--- config.mk ---
export PLATFORM = sky130hd
export DESIGN_NAME = sysex_set_data_framer_top
export DESIGN_NICKNAME = d
export VERILOG_FILES = /design/src/sv/sdf_pkg.sv /design/src/sv/sdf_addr.sv /design/src/sv/sdf_regs.sv /design/src/sv/sdf_emit.sv /design/src/sv/sysex_set_data_framer_top.sv
export SDC_FILE = /design/constraint.sdc
export NUM_CORES = 1
export LEC_CHECK = 0
export BUFFER_PORTS_ARGS = -buffer_cell sky130_fd_sc_hd__buf_4
export CAP_MARGIN = 20
export CORE_MARGIN = 4
export CORE_UTILIZATION = 30
export DETAILED_ROUTE_END_ITERATION = 10
export SLEW_MARGIN = 10
export SYNTH_ARGS = -nofsm -noshare
export SYNTH_HDL_FRONTEND = slang
export SYNTH_SLANG_ARGS = --single-unit
--- constraint.sdc ---
create_clock -name i_clk -period 4.65 [get_ports i_clk]
set_clock_uncertainty 0.2 [all_clocks]
set_input_delay 0.465 -clock i_clk [delete_from_list [all_inputs] [get_ports i_clk]]
set_output_delay 0.465 -clock i_clk [all_outputs]
set_load 0.005 [all_outputs]
--- src/sv/sdf_pkg.sv ---
// Shared types and constants of the set-data message framer.
`timescale 1ns / 1ps
package sdf_pkg;

    localparam logic [7:0] SX_START = 8'hF0;
    localparam logic [7:0] SX_MFR   = 8'h41;
    localparam logic [7:0] SX_END   = 8'hF7;

    localparam logic [6:0] DEVICE_ID_RST  = 7'h10;
    localparam logic [6:0] MODEL_ID_RST   = 7'h16;
    localparam logic [6:0] COMMAND_ID_RST = 7'h12;

    localparam int BASE_W = 23;
    localparam int OFFS_W = 16;
    localparam int ADDR_W = 21;
    localparam int S_TDATA_W = 48;
    localparam int PADDR_W = 4;

    // Register indexes, at byte address 4*index.
    localparam logic [1:0] REG_DEVICE_ID  = 2'd0;
    localparam logic [1:0] REG_MODEL_ID   = 2'd1;
    localparam logic [1:0] REG_COMMAND_ID = 2'd2;

    typedef struct packed {
        logic [6:0] device_id;
        logic [6:0] model_id;
        logic [6:0] command_id;
    } t_ids;

    // One accepted payload beat with its address already in 7-bit byte form.
    typedef struct packed {
        logic [6:0] addr_hi;
        logic [6:0] addr_mid;
        logic [6:0] addr_lo;
        logic [7:0] data;
        logic       first;
        logic       last;
    } t_item;

endpackage

--- src/sv/sdf_addr.sv ---
// Address unpack, offset add and repack into three 7-bit bytes.
`timescale 1ns / 1ps
module sdf_addr (
    input  logic [sdf_pkg::BASE_W-1:0] i_base_address,
    input  logic [sdf_pkg::OFFS_W-1:0] i_offset,
    output logic [6:0]                 o_addr_hi,
    output logic [6:0]                 o_addr_mid,
    output logic [6:0]                 o_addr_lo
);
    import sdf_pkg::*;

    logic [ADDR_W-1:0] lin_base;
    logic [ADDR_W-1:0] lin_sum;

    // Drop bits 7 and 15 of the packed base.
    assign lin_base = {i_base_address[22:16], i_base_address[14:8], i_base_address[6:0]};
    assign lin_sum  = ADDR_W'(lin_base + ADDR_W'(i_offset));

    assign o_addr_hi  = lin_sum[20:14];
    assign o_addr_mid = lin_sum[13:7];
    assign o_addr_lo  = lin_sum[6:0];

endmodule

--- src/sv/sdf_regs.sv ---
// APB register bank for the identifier bytes.
`timescale 1ns / 1ps
module sdf_regs (
    input  logic                         i_clk,
    input  logic                         i_rst_n,
    input  logic                         psel,
    input  logic                         penable,
    input  logic                         pwrite,
    input  logic [sdf_pkg::PADDR_W-1:0]  paddr,
    input  logic [31:0]                  pwdata,
    output logic [31:0]                  prdata,
    output logic                         pready,
    output sdf_pkg::t_ids                o_ids
);
    import sdf_pkg::*;

    t_ids       r_ids;
    logic       wr_en;
    logic [1:0] reg_idx;

    assign pready  = 1'b1;
    assign wr_en   = psel && penable && pwrite;
    assign reg_idx = paddr[3:2];
    assign o_ids   = r_ids;

    always_ff @(posedge i_clk) begin
        if (!i_rst_n) begin
            r_ids.device_id  <= DEVICE_ID_RST;
            r_ids.model_id   <= MODEL_ID_RST;
            r_ids.command_id <= COMMAND_ID_RST;
        end else if (wr_en) begin
            case (reg_idx)
                REG_DEVICE_ID:  r_ids.device_id  <= pwdata[6:0];
                REG_MODEL_ID:   r_ids.model_id   <= pwdata[6:0];
                REG_COMMAND_ID: r_ids.command_id <= pwdata[6:0];
                default: ;
            endcase
        end
    end

    always_comb begin
        case (reg_idx)
            REG_DEVICE_ID:  prdata = {25'd0, r_ids.device_id};
            REG_MODEL_ID:   prdata = {25'd0, r_ids.model_id};
            REG_COMMAND_ID: prdata = {25'd0, r_ids.command_id};
            default:        prdata = 32'd0;
        endcase
    end

endmodule

--- src/sv/sdf_emit.sv ---
// Byte sequencer: header, address, payload, checksum and end byte into the output register.
`timescale 1ns / 1ps
module sdf_emit (
    input  logic           i_clk,
    input  logic           i_rst_n,
    input  sdf_pkg::t_ids  i_ids,
    input  sdf_pkg::t_item i_item,
    input  logic           i_item_valid,
    output logic           o_item_take,
    output logic           o_tvalid,
    output logic [7:0]     o_tdata,
    output logic           o_tlast,
    input  logic           i_tready
);
    import sdf_pkg::*;

    typedef enum logic [3:0] {
        ST_START, ST_MFR, ST_DEV, ST_MODEL, ST_CMD,
        ST_ADDR_HI, ST_ADDR_MID, ST_ADDR_LO, ST_DATA, ST_CHK, ST_END
    } t_step;

    t_step      r_step;
    t_step      cur_step;
    t_step      next_step;
    logic       r_in_msg;
    logic [6:0] r_sum;
    logic       out_free;
    logic       drop;
    logic       emit;
    logic       final_step;
    logic [7:0] cur_byte;
    logic [6:0] sum_base;
    logic [6:0] sum_data;

    assign out_free = !o_tvalid || i_tready;
    // A beat outside a message that does not open one is discarded.
    assign drop     = !i_item.first && !r_in_msg;
    assign emit     = i_item_valid && !drop && out_free;
    assign cur_step = (r_step == ST_START && !i_item.first) ? ST_DATA : r_step;
    assign final_step = (cur_step == ST_DATA && !i_item.last) || (cur_step == ST_END);
    assign o_item_take = i_item_valid && (drop || (out_free && final_step));

    assign sum_base = i_item.first
                    ? 7'(i_item.addr_hi + i_item.addr_mid + i_item.addr_lo) : r_sum;
    assign sum_data = 7'(sum_base + i_item.data[6:0]);

    always_comb begin
        case (cur_step)
            ST_START:    begin cur_byte = SX_START;                   next_step = ST_MFR;      end
            ST_MFR:      begin cur_byte = SX_MFR;                     next_step = ST_DEV;      end
            ST_DEV:      begin cur_byte = {1'b0, i_ids.device_id};    next_step = ST_MODEL;    end
            ST_MODEL:    begin cur_byte = {1'b0, i_ids.model_id};     next_step = ST_CMD;      end
            ST_CMD:      begin cur_byte = {1'b0, i_ids.command_id};   next_step = ST_ADDR_HI;  end
            ST_ADDR_HI:  begin cur_byte = {1'b0, i_item.addr_hi};     next_step = ST_ADDR_MID; end
            ST_ADDR_MID: begin cur_byte = {1'b0, i_item.addr_mid};    next_step = ST_ADDR_LO;  end
            ST_ADDR_LO:  begin cur_byte = {1'b0, i_item.addr_lo};     next_step = ST_DATA;     end
            ST_DATA:     begin cur_byte = i_item.data;                next_step = ST_CHK;      end
            ST_CHK:      begin cur_byte = {1'b0, 7'(7'd0 - r_sum)};   next_step = ST_END;      end
            ST_END:      begin cur_byte = SX_END;                     next_step = ST_START;    end
            default:     begin cur_byte = SX_END;                     next_step = ST_START;    end
        endcase
    end

    always_ff @(posedge i_clk) begin
        if (!i_rst_n) begin
            r_step   <= ST_START;
            r_in_msg <= 1'b0;
            r_sum    <= 7'd0;
            o_tvalid <= 1'b0;
        end else begin
            if (out_free) begin
                o_tvalid <= emit;
            end
            if (emit) begin
                o_tdata <= cur_byte;
                o_tlast <= (cur_step == ST_END);
                r_step  <= o_item_take ? ST_START : next_step;
                if (cur_step == ST_DATA) begin
                    r_sum <= sum_data;
                    if (i_item.first) begin
                        r_in_msg <= 1'b1;
                    end
                end
                if (cur_step == ST_END) begin
                    r_in_msg <= 1'b0;
                    r_sum    <= 7'd0;
                end
            end
        end
    end

    a_end_byte: assert property (@(posedge i_clk) disable iff (!i_rst_n)
        o_tvalid && o_tlast |-> o_tdata == SX_END)
        else $error("end flag on a byte other than the end byte");

    a_take_rewinds: assert property (@(posedge i_clk) disable iff (!i_rst_n)
        o_item_take |=> r_step == ST_START)
        else $error("sequencer not rewound after beat was taken");

    a_end_closes: assert property (@(posedge i_clk) disable iff (!i_rst_n)
        emit && cur_step == ST_END |=> !r_in_msg && r_sum == 7'd0)
        else $error("message still open after end byte");

    a_drop_silent: assert property (@(posedge i_clk) disable iff (!i_rst_n)
        i_item_valid && drop |-> !emit && o_item_take)
        else $error("dropped beat produced output or was not discarded");

endmodule

--- src/sv/sysex_set_data_framer_top.sv ---
// Top level of the set-data message framer.
`timescale 1ns / 1ps
// Frames payload beats into 7-bit-address set-data system exclusive messages.
// A beat with the first flag (s_axis_tuser) produces eight header and
// address bytes ahead of its payload byte: F0, 41, device, model and
// command bytes, and the base address plus offset as three 7-bit bytes.
// Each middle payload beat produces only its payload byte. A beat with
// tlast adds the checksum and F7 (output tlast high on F7). A single byte
// sequencer drives the output register. A beat outside a message without
// the first flag is discarded without output. The input register takes
// the next beat in the cycle the current one finishes, so payload streams
// at one byte per clock while the output is ready.
module sysex_set_data_framer_top (
    input  logic                           i_clk,
    input  logic                           i_rst_n,
    // s_axis_tdata: base_address[22:0], offset[38:23], data_byte[46:39], zero pad
    input  logic [sdf_pkg::S_TDATA_W-1:0]  s_axis_tdata,
    input  logic                           s_axis_tuser,   // first_byte
    input  logic                           s_axis_tlast,   // last_byte
    input  logic                           s_axis_tvalid,
    output logic                           s_axis_tready,
    // m_axis_tdata: out_byte[7:0]
    output logic [7:0]                     m_axis_tdata,
    output logic                           m_axis_tlast,   // end_of_message
    output logic                           m_axis_tvalid,
    input  logic                           m_axis_tready,
    input  logic                           psel,
    input  logic                           penable,
    input  logic                           pwrite,
    input  logic [sdf_pkg::PADDR_W-1:0]    paddr,
    input  logic [31:0]                    pwdata,
    output logic [31:0]                    prdata,
    output logic                           pready
);
    import sdf_pkg::*;

    t_ids       ids;
    t_item      r_item;
    t_item      n_item;
    logic [6:0] addr_hi;
    logic [6:0] addr_mid;
    logic [6:0] addr_lo;
    logic       r_item_valid;
    logic       item_take;
    logic       s_fire;

    sdf_regs u_regs (
        .i_clk   (i_clk),
        .i_rst_n (i_rst_n),
        .psel    (psel),
        .penable (penable),
        .pwrite  (pwrite),
        .paddr   (paddr),
        .pwdata  (pwdata),
        .prdata  (prdata),
        .pready  (pready),
        .o_ids   (ids)
    );

    sdf_addr u_addr (
        .i_base_address (s_axis_tdata[22:0]),
        .i_offset       (s_axis_tdata[38:23]),
        .o_addr_hi      (addr_hi),
        .o_addr_mid     (addr_mid),
        .o_addr_lo      (addr_lo)
    );

    assign n_item = {addr_hi, addr_mid, addr_lo, s_axis_tdata[46:39], s_axis_tuser,
                     s_axis_tlast};

    assign s_axis_tready = !r_item_valid || item_take;
    assign s_fire        = s_axis_tvalid && s_axis_tready;

    always_ff @(posedge i_clk) begin
        if (!i_rst_n) begin
            r_item_valid <= 1'b0;
        end else begin
            if (s_fire) begin
                r_item_valid <= 1'b1;
            end else if (item_take) begin
                r_item_valid <= 1'b0;
            end
        end
    end

    always_ff @(posedge i_clk) begin
        if (s_fire) begin
            r_item <= n_item;
        end
    end

    sdf_emit u_emit (
        .i_clk        (i_clk),
        .i_rst_n      (i_rst_n),
        .i_ids        (ids),
        .i_item       (r_item),
        .i_item_valid (r_item_valid),
        .o_item_take  (item_take),
        .o_tvalid     (m_axis_tvalid),
        .o_tdata      (m_axis_tdata),
        .o_tlast      (m_axis_tlast),
        .i_tready     (m_axis_tready)
    );

endmodule

==> flow_metrics.env <==
export IMPL_post_cts_resized=0
export IMPL_placementRows=47
export IMPL_netlist_top_cells_area="edfxtp_1 (23%), dfxtp_1 (14%), ha_1 (6.8%)"
export IMPL_cts_tree="yes"
export IMPL_start_util_pct=30.8
export IMPL_synth_yosys_seq_area_share_pct=37.0
export IMPL_timing_hold_violations_final=0
export IMPL_sinks_on_the_clock_net=75
export IMPL_hp_class="primary input to flip-flop"
export IMPL_post_layout_nonfiller_instances=847
export IMPL_end_kind="flip-flop"
export IMPL_ctsHtreeMaxLevel=3
export IMPL_grt_pass1_vias=4178
export IMPL_most_common_layout_cells="buf_4 (84), nor2_1 (48), nand2_1 (44)"
export IMPL_post_cts_setup_buffers=0
export IMPL_dominantRegCellSynth="edfxtp_1"
export IMPL_tightestPinTransition_ns=1.06
export IMPL_clkLatencyLatePin_ns=0.34
export IMPL_number_of_buffers_on_the_longest_clock_path=2
export IMPL_vias=4230
export IMPL_chipHeight_um=139
export IMPL_initialDrtViolationCount=281
export IMPL_worst_path_max_fanout=4
export IMPL_hold_buffers=0
export IMPL_antennaDiodeCount=0
export IMPL_clk_pin_slew_worst_paths_ns=0.06
export IMPL_period_needed_ns=4.29
export IMPL_finalSetupViolations=0
export IMPL_dpl_wire_length_um=10500
export IMPL_p_leak_nw=2.48
export IMPL_placed_cells_incl_taps=831
export IMPL_die_w_um=139
export IMPL_drc=0
export IMPL_timing_final_crit_share_pct=92.4
export IMPL_largest_voltage_drop_on_the_vdd_net_v=0.000137
export IMPL_first_pass_grt_wire_length_um=22000
export IMPL_global_routing_usage_summed_across_all_routing_layers_pct=14.0
export IMPL_io_buffer_count=80
export IMPL_die_area_um2=19300
export IMPL_setup_repair_after_global_routing_missed_its_margin="no"
export IMPL_criticalPathCategory="flip-flop to flip-flop"
export IMPL_slew_viol_final=0
export IMPL_grt_max_degree=31
export IMPL_worst_ep_arrival_time_ns=4.38
export IMPL_startpoint_type="flip-flop"
export IMPL_core_um2=16700
export IMPL_grt_ovfl_total=0
export IMPL_areaGrowthSynthToFinish_pct=19.7
export IMPL_tritoncts_num_buffers=9
export IMPL_finalWirelength_um=13500
export IMPL_fillerInstances=1726
export IMPL_drt_pre_antenna_iters=5
export IMPL_syn_instance_count=552
export IMPL_io_pins=137
export IMPL_asyncSetResetFlopFracSynth_pct=0
export IMPL_grt_antenna_before_repair=0
export IMPL_drv_cap=0
export IMPL_synth_area_um2=5140
export IMPL_max_freq_mhz=233
export IMPL_relSlewSlack_pct=29.1
export IMPL_yosysWarnings=0
export IMPL_synth_ff_latch_count=75
export IMPL_synth_largest_area_cell="edfxtp_1"
export IMPL_ant_nets=0
export IMPL_cts_root_buf="clkbuf_16"
export IMPL_drt_vias_per_instance=4.99
export IMPL_place_gp_congestion=0.890
export IMPL_p_per_area_nw_per_um2=348
export IMPL_avgRoutedWirePerCell_um=16.0
export IMPL_fraction_of_layout_instances_using_a_drive_strength_above_1_pct=17.4
export IMPL_synth_edf_count=40
export IMPL_final_core_area_utilization_pct=36.8
export IMPL_synth_top_cell_area_share_pct=23.4
export IMPL_layout_commonest_cell="buf_4"
export IMPL_syn_area_per_cell_um2=9.30
export IMPL_run_status="complete, no violations"
export IMPL_worstPathRequired_ns=4.73
export IMPL_num_nets_final=752
export IMPL_synth_unique_cells=63
export IMPL_fin_tns_setup_ns=0
through the flow:
step                instance area [um2]  total power [mW]  setup WS, ns  hold WS [ns]
floorplan                          5230              1.25         0.682         0.249
global placement                   5830              1.41         0.456         0.262
detailed placement                 5830              1.42         0.380         0.270
CTS                                6150              2.15         0.384        0.0892
global route                       6150              2.26         0.106        0.0883
finish                             6150              2.14         0.355        0.0981
sequential cells by signal (all words and copies together) (netlist names):
signal           cells
r_item_valid         1
u_emit.r_sum         7
u_emit.r_step        4
u_emit.r_in_msg      1
u_emit.o_tvalid      1
u_emit.o_tdata       8
r_item              31
u_regs.o_ids        21
u_emit.o_tlast       1
per-layer routing:
metal  track usage (%)  wire [um]
met3              3.31        659
met1              17.6       5970
met5                 0          0
met2              23.7       6670
met4              4.89        221
final cells by class:
cell class,count,area (um2),share of cell area (%)
multi-input cells,431,2950,47.9
clock inverters,4,46.3,0.753
clock buffers,12,268,4.35
inverters,21,78.8,1.28
flip-flops and latches,75,1900,30.9
well taps,220,275,4.48
repair buffers,84,631,10.3
cells in the mapped netlist, types with 8 or more instances:
cell       n
nor2_1    48
nand2_1   44
edfxtp_1  40
a21oi_1   35
dfxtp_1   35
o21ai_0   35
ha_1      28
mux2i_1   27
buf_4     26
xnor2_1   26
inv_1     20
nand3_1   18
nor2b_1   16
clkbuf_1  15
a21o_1    11
fa_1       9
nand2b_1   8
nor3_1     8
critical path, stage by stage (launching register included):
cell	delay [ns]
edfxtp_1	0.34
inv_1	0.06
fa_1	0.53
inv_1	0.04
ha_1	0.23
fa_1	0.41
a21o_1	0.17
a21oi_1	0.17
xnor2_1	0.13
mux2_2	0.28
ha_1	0.35
nor3b_1	0.07
a311o_1	0.26
a311oi_1	0.36
or4bb_1	0.53
nand4_1	0.10
worst paths after layout:
check	slack, ns	depth (start not counted)	from	end
setup / recovery	0.36	15	r_item[11]	u_emit.r_sum[6]
hold / removal	0.1	1	s_axis_tdata[42]	r_item[5]
setup reg to reg	0.36	15	r_item[11]	u_emit.r_sum[6]
hold reg to reg	0.28	2	u_regs.o_ids[13]	u_regs.o_ids[13]
cell families (layout without fill, tap and decap cells):
logic type	count (synthesis)	count (layout)	share of synthesized area [%]
flip-flops	75	75	37.0
other	2	26	0.146
adder cells (fa/ha/maj)	37	37	10.3
XOR/XNOR	32	32	5.46
AO/OA/AOI/OAI	139	139	17.3
buffers and inverters	70	121	7.38
multiplexers	33	33	6.87
AND/OR/NAND/NOR	164	164	15.5
power by group:
part	total, mW	switching, mW	internal, mW	leakage (nW)
clock network	0.725	0.265	0.460	0.151
logic	0.622	0.335	0.288	1.67
registers	0.793	0.0409	0.753	0.666
Note: power is estimated with default switching activity, not from simulation.
